==> config.mk <==
export PLATFORM = sky130hd
export DESIGN_NAME = fpa_front
export DESIGN_NICKNAME = d
export VERILOG_FILES = /design/src/hw/rtl/assert_macros.svh /design/src/hw/rtl/fpa_pkg.sv /design/src/hw/rtl/fpa_front.sv
export SDC_FILE = /design/constraint.sdc
export NUM_CORES = 1
export LEC_CHECK = 0
export BUFFER_PORTS_ARGS = -buffer_cell sky130_fd_sc_hd__buf_2
export CORE_MARGIN = 8
export CORE_UTILIZATION = 50
export DETAILED_ROUTE_END_ITERATION = 16
export GPL_ROUTABILITY_DRIVEN = 0
export PLACE_DENSITY = 0.7
export SETUP_SLACK_MARGIN = 0.1
export SKIP_CTS_REPAIR_TIMING = 1
export SLEW_MARGIN = 10
export SYNTH_ARGS = -nofsm -noshare
export SYNTH_HDL_FRONTEND = slang
export SYNTH_SLANG_ARGS = --single-unit
==> constraint.sdc <==
create_clock -name i_clk -period 8.4 [get_ports i_clk]
set_clock_uncertainty 0.1 [all_clocks]
set_input_delay 0 -clock i_clk [delete_from_list [all_inputs] [get_ports i_clk]]
set_output_delay 0 -clock i_clk [all_outputs]
set_load 0.005 [all_outputs]
==> src/hw/rtl/assert_macros.svh <==
// Assertion macros for the fixed-point ALU RTL.
// No dependencies; included by modules that carry assertions.
`ifndef ASSERT_MACROS_SVH
`define ASSERT_MACROS_SVH

// Same-cycle implication under active-low reset.
`define ASSERT_IMPLY(lbl, clk, rst_n, ante, cons) \
    lbl: assert property (@(posedge clk) disable iff (!(rst_n)) (ante) |-> (cons)) \
        else $error("assertion failed: imply");

// Next-cycle implication under active-low reset.
`define ASSERT_NEXT(lbl, clk, rst_n, ante, cons) \
    lbl: assert property (@(posedge clk) disable iff (!(rst_n)) (ante) |=> (cons)) \
        else $error("assertion failed: next");

`endif

==> src/hw/rtl/fpa_pkg.sv <==
// Types and constants for the fixed-point ALU.
// No dependencies.
package fpa_pkg;

    localparam int QDEPTH = 4;
    localparam int QPTR_W = 2;
    localparam int QCNT_W = 3;

    typedef enum logic [3:0] {
        CMD_ADD  = 4'd0,
        CMD_SUB  = 4'd1,
        CMD_MUL  = 4'd2,
        CMD_DIV  = 4'd3,
        CMD_REM  = 4'd4,
        CMD_NEG  = 4'd5,
        CMD_INC  = 4'd6,
        CMD_DEC  = 4'd7,
        CMD_FINT = 4'd8,
        CMD_TINT = 4'd9,
        CMD_CMP  = 4'd10
    } t_cmd;

    typedef struct packed {
        logic [3:0]         command;
        logic signed [63:0] operand_a;
        logic signed [63:0] operand_b;
    } t_in;

    typedef struct packed {
        logic signed [63:0] result;
        logic               is_equal;
        logic               is_less;
        logic               is_greater;
        logic               divide_by_zero;
    } t_out;

    // Queue entry: the word plus its classification.
    typedef struct packed {
        t_in  word;
        logic is_div;     // div or rem with non-zero divisor
        logic is_equal;
        logic is_less;
        logic is_greater;
        logic dz;
    } t_qent;

endpackage

==> src/hw/rtl/fpa_front.sv <==
// Front end of the fixed-point ALU: accepts words, classifies them, queues them.
// Depends on fpa_pkg.
module fpa_front (
    input  logic          i_clk,
    input  logic          i_rst_n,
    input  logic          i_start,
    input  fpa_pkg::t_in  i_word,
    output logic          o_busy,
    output logic          o_q_valid,
    output fpa_pkg::t_qent o_q_head,
    input  logic          i_pop
);

    fpa_pkg::t_qent              r_mem [fpa_pkg::QDEPTH];
    logic [fpa_pkg::QPTR_W-1:0] r_wp, n_wp;
    logic [fpa_pkg::QPTR_W-1:0] r_rp, n_rp;
    logic [fpa_pkg::QCNT_W-1:0] r_cnt, n_cnt;
    fpa_pkg::t_qent              cls;
    logic                        push;
    logic                        pop;
    logic                        divop;

    assign o_busy    = (r_cnt == fpa_pkg::QCNT_W'(fpa_pkg::QDEPTH));
    assign o_q_valid = (r_cnt != '0);
    assign o_q_head  = r_mem[r_rp];
    assign push      = i_start && !o_busy;
    assign pop       = i_pop && o_q_valid;

    always_comb begin
        divop = (i_word.command == fpa_pkg::CMD_DIV) || (i_word.command == fpa_pkg::CMD_REM);
        cls.word       = i_word;
        cls.is_equal   = (i_word.operand_a == i_word.operand_b);
        cls.is_less    = (i_word.operand_a <  i_word.operand_b);
        cls.is_greater = (i_word.operand_a >  i_word.operand_b);
        cls.dz         = divop && (i_word.operand_b == '0);
        cls.is_div     = divop && (i_word.operand_b != '0);
    end

    always_comb begin
        n_wp  = push ? r_wp + 1'b1 : r_wp;
        n_rp  = pop  ? r_rp + 1'b1 : r_rp;
        n_cnt = r_cnt + fpa_pkg::QCNT_W'(push) - fpa_pkg::QCNT_W'(pop);
    end

    always_ff @(posedge i_clk) begin
        if (!i_rst_n) begin
            r_wp  <= '0;
            r_rp  <= '0;
            r_cnt <= '0;
        end else begin
            r_wp  <= n_wp;
            r_rp  <= n_rp;
            r_cnt <= n_cnt;
        end
    end

    always_ff @(posedge i_clk) begin
        if (push) begin
            r_mem[r_wp] <= cls;
        end
    end

endmodule

; Yosys cells after proc, flatten, opt, wreduce, memory -nomap -nowiden
; Memories as Yosys holds them, arrays and structs flattened. A register that Yosys moved wholly into a read port is not among the register bits.
; Index checks and enable logic that the tools add are counted.
[word_totals]
reg_bits = 7
latch_bits = 0
mem_bits_rw = 548
rom_bits = 0
input_bits = 136
output_inout_bits = 139
mem_count = 1
[mem_list]
columns = name, words, width, read_ports, rd_clocked_by_memory_dff, write_ports, line_no
row1 = r_mem, 4, 137, 1, 1, 1, fpa_front.sv:14  ; fpa_pkg::t_qent r_mem [fpa_pkg::QDEPTH];
[op_classes]
addsub = 4
multipliers = 0
div = 0
n_lt_le_gt_ge = 2
n_eq_ne = 4
shift = 0
mux = 4
bitwise = 0
n_reduce_logical = 9
[op_table]
columns = operator, n
row1 = $eq 64x64->1, 1
row2 = $gt 64x64->1, 1
row3 = $logic_not 64->1, 1
row4 = $lt 64x64->1, 1
row5 = $reduce_bool 64->1, 1
row6 = $add 2x1->2 const B, 2
row7 = $eq 4x2->1 const B, 1
row8 = $eq 4x3->1 const B, 1
row9 = $logic_and 1x1->1, 4
row10 = $mux 2, 2
row11 = $add 3x1->3, 1
row12 = $eq 3x3->1 const B, 1
row13 = $reduce_bool 3->1, 1
row14 = $sub 3x1->3, 1
row15 = $mux 1, 2
row16 = $logic_not 1->1, 1
row17 = $logic_or 1x1->1, 1

; Depth between registers and ports, before layout
[logic_depth]
depth_word = 5
mapped_depth = 12
mapped_depth_nobuf = 11

; Least setup slack after synthesis
; OpenSTA, ideal clock, no wires.
[synth_path]
kind = flip-flop to flip-flop
from = register r_cnt[1] (netlist name)
to = memory r_mem[0][0] (netlist name), enable pin
setup_time_ns = 0.513
t_arrival_ns = 3.989
t_required_ns = 7.787
path_slack_ns = 3.799
stages_incl_launch_ff = 5
path_buffers = 1
synth_period_minus_slack_ns = 4.601
path_cell_list = dfxtp_1 > nor3b_1 > nor2b_1 > clkbuf_1 > and2_1
[synth_via]
elab_chain_cells = 5
[synth_lines]
columns = element, line_no
row1 = "start, declared", fpa_front.sv:17  ; logic [fpa_pkg::QCNT_W-1:0] r_cnt, n_cnt;
row2 = "start signal, assigned", fpa_front.sv:53  ; r_cnt <= n_cnt;
row3 = $eq 3x3->1, fpa_front.sv:23  ; assign o_busy = (r_cnt == fpa_pkg::QCNT_W'(fpa_pkg::QDEPTH));
row4 = net o_busy, fpa_front.sv:8  ; output logic o_busy,
row5 = $logic_not 1->1, fpa_front.sv:26  ; assign push = i_start && !o_busy;
row6 = $logic_and 1x1->1, fpa_front.sv:26
row7 = $mux 1, fpa_front.sv:58  ; if (push) begin
row8 = $mux 1 (not written as such), fpa_front.sv:59  ; r_mem[r_wp] <= cls;
row9 = "end, declared", fpa_front.sv:14
; The timed path passes the listed nets, and every way through them passes these cells.

; Worst setup path in the final report
[layout_path]
from = register r_cnt[1] (netlist name)
to = memory r_mem[2][121] (netlist name), enable pin
[layout_via]
elab_chain_cells = 5
[layout_lines]
columns = element, line_no
row1 = $eq 3x3->1, fpa_front.sv:23
row2 = $logic_not 1->1, fpa_front.sv:26
row3 = $logic_and 1x1->1, fpa_front.sv:26
row4 = $mux 1, fpa_front.sv:58
row5 = $mux 1 (not written as such), fpa_front.sv:59
; No other way between the ends.

==> qor.tcl <==
set qor(setup-tns-final_ps) 0
set qor(tritoncts) {built}
set qor(grt_util_all_layers) 0.189
set qor(critical_path.max_fanout) 72
set qor(stdcell_count) 2107
set qor(worst_ep_arrival_time_ps) 3580
set qor(die_w_um) 226
set qor(remaining_drc_errors) 0
set qor(portBuffers) 274
set qor(syn_nets) 1232
set qor(cp-start-kind) {flip-flop}
set qor(netlist.top_cell.by_area) {sky130_fd_sc_hd__edfxtp_1}
set qor(power_leakage_nw) 9.59
set qor(area_delta_synth_final_pct) 23.6
set qor(worst_hold_path_type) {in2reg}
set qor(worstPathBufferInverterCount) 1
set qor(ys.flop_type) {sky130_fd_sc_hd__edfxtp_1}
set qor(final_core_util) 0.620
set qor(finalPower_mw) 7.49
set qor(first_global_vias) 11300
set qor(synth_top_area_share) 0.749
set qor(syn_area_um2) 22000
set qor(grt_start_max_net_pins) 113
set qor(worstHoldPathCells) 2
set qor(critical_path.top_delay_family) {simple AND/OR/NAND/NOR gates}
set qor(slew_headroom) 0.255
set qor(dieHeight_um) 226
set qor(synth-seq-cells) 557
set qor(avgSynthCellArea_um2) 21.4
set qor(cells_along_the_critical_path) {nor3b_1 -> nor2b_1 -> and2_4 -> buf_4}
set qor(synth_seq_area_share) 0.757
set qor(root_buffer) {sky130_fd_sc_hd__clkbuf_16}
set qor(initial_core_util) 0.501
set qor(achievable-frequency_mhz) 288
set qor(final.period_utilization) 0.413
set qor(via_per_inst) 5.50
set qor(worst_skew_pair.late_latency_ps) 600
set qor(synth_most_common_cell) {sky130_fd_sc_hd__edfxtp_1}
set qor(wl_per_cell_um) 23.9
set qor(place.detailed.instances) 1870
set qor(yosys_warnings) 0
set qor(grt_pass1_wl_mm) 71.4
set qor(maxCapViolCount) 0
set qor(fillCellCount) 3081
set qor(clock-sinks) 557
set qor(worstSetupEndpointType) {flip-flop}
set qor(fraction_of_final_layout_cells_sized_beyond_drive_strength_1) 0.336
set qor(multi_input_comb_area_um2) 4960
set qor(globalRoute.totalOverflow) 0
set qor(clock_path_buffers) 3
set qor(setup_repair_after_global_routing_missed_its_margin) {false}
set qor(finalSetupViolCount) 0
set qor(slew_viol_final) 0
set qor(total_routed_wirelength_mm) 50.3
set qor(dr.pass1.iters) 5
set qor(pre_cts_slack_ps) 4900
set qor(clkSlewWorstSetupHoldPaths_ps) 60
set qor(ys_types) 41
set qor(synth-edff-count) 548
set qor(drtAntennaViolNets) 0
set qor(final_nets) 1679
set qor(power_per_cell_area_nw_per_um2) 276
set qor(drt_iter0_markers) 1060
set qor(register_area_um2) 16600
set qor(finalHoldViolations) 0
set qor(rows) 77
set qor(post_synth_main_area_contributors) {sky130_fd_sc_hd__edfxtp_1, sky130_fd_sc_hd__mux4_2, sky130_fd_sc_hd__ha_1}
set qor(synth_commonest_cells) {sky130_fd_sc_hd__edfxtp_1, sky130_fd_sc_hd__mux4_2, sky130_fd_sc_hd__ha_1, sky130_fd_sc_hd__inv_1, sky130_fd_sc_hd__a21oi_1}
set qor(cpPeakStageDelay_ps) 910
set qor(postSynth.asyncResetShare) 0
set qor(die_area_um2) 50900
set qor(run_status) {complete, no violations}
set qor(cts.htree.levels) 2
set qor(cts-buffers-inserted) 56
set qor(rrSetupSlack_ps) 4930
set qor(antenna_violations_before_repair) 1
set qor(place.detailed.hpwl_mm) 31.2
set qor(placeableCoreArea_um2) 43800
set qor(final_critical_path_required_period_ps) 3470
set qor(postLayoutSetupSlackWorst_ps) 4930
set qor(crit_type) {reg2reg}
set qor(num_vias) 11600
set qor(syn_inst) 1025
set qor(vdd_drop_max_mv) 0.244
set qor(max_slew.worst_pin.slew_ps) 1120
set qor(critical_path.slowest_cell) {sky130_fd_sc_hd__and2_4}
set qor(worstPathRequired_ps) 8510
set qor(ios) 275
set qor(path_depth) 4
set qor(r2r_cells) 4
[power breakdown]
part / switching, mW / internal (mW)
clock network: 1.00 / 1.37
registers: 0.101 / 3.39
logic: 0.836 / 0.789
[cells by family (layout without fill, tap and decap cells)]
group                    after synthesis  count (layout)  share of synthesized area
flip-flops                           557             557                      0.757
multiplexers                         139             139                      0.141
AND/OR/NAND/NOR                      101             101                     0.0269
buffers and inverters                101             590                     0.0180
adder cells (fa/ha/maj)               71              71                     0.0408
AO/OA/AOI/OAI                         50              50                     0.0137
XOR/XNOR                               6               6                    0.00239
other                                  0               1                          0
[worst register-to-register path: stages, from the launching register on]
cell and delay, ps:
sky130_fd_sc_hd__dfxtp_1 410, sky130_fd_sc_hd__nor3b_1 110, sky130_fd_sc_hd__nor2b_1 460, sky130_fd_sc_hd__and2_4 910
sky130_fd_sc_hd__buf_4 960
[registers in the layout, summed over array words and instances (netlist names), named ones only]
signal  cells
r_mem     548
r_cnt       3
r_rp        2
r_wp        2
[stage by stage]
stage	area [um^2]	hold slack, ps
global route	27200	75.9
detailed placement	24100	140
global placement	24100	135
CTS	25800	-505
floorplan	22000	-1.13
finish	27200	79.8
[final cells by class]
type / instances / area share
Tap cell: 592 / 0.0273
Inverter: 70 / 0.00967
Multi-Input combinational cell: 367 / 0.182
Antenna cell: 1 / 0.0000921
Sequential cell: 557 / 0.613
Clock buffer: 72 / 0.0546
Timing Repair Buffer: 420 / 0.104
Clock inverter: 28 / 0.00949
[layer usage]
| layer | GRT usage | vias up | share of wire |
|---|---|---|---|
| met1 | 0.267 | 5939 | 0.42 |
| li1 | - | 5141 | - |
| met5 | 0 | - | 0 |
| met2 | 0.297 | 436 | 0.49 |
| met3 | 0.0369 | 67 | 0.066 |
| met4 | 0.0558 | 0 | 0.022 |
[placed cells by master (no fill, tap or decap), types with 18 or more instances in the layout]
master / Yosys / layout
sky130_fd_sc_hd__edfxtp_1: 548 / 548
sky130_fd_sc_hd__dlygate4sd3_1: 0 / 136
sky130_fd_sc_hd__a21oi_1: 26 / 26
sky130_fd_sc_hd__buf_2: 14 / 274
sky130_fd_sc_hd__inv_1: 70 / 70
sky130_fd_sc_hd__ha_1: 70 / 70
sky130_fd_sc_hd__clkbuf_16: 0 / 57
sky130_fd_sc_hd__nor4_1: 18 / 18
sky130_fd_sc_hd__nand2_1: 21 / 21
sky130_fd_sc_hd__mux4_2: 137 / 137
[final timing paths]
check / from / to
max: r_cnt[1]$_SDFF_PN0_ / r_mem[2][121]$_DFFE_PP_
min reg2reg: r_rp[1]$_SDFFE_PN0P_ / flip-flop
max reg2reg: r_cnt[1]$_SDFF_PN0_ / r_mem[2][121]$_DFFE_PP_
min: i_word[95] / r_mem[2][100]$_DFFE_PP_
Note: power is estimated with default switching activity, not from simulation.
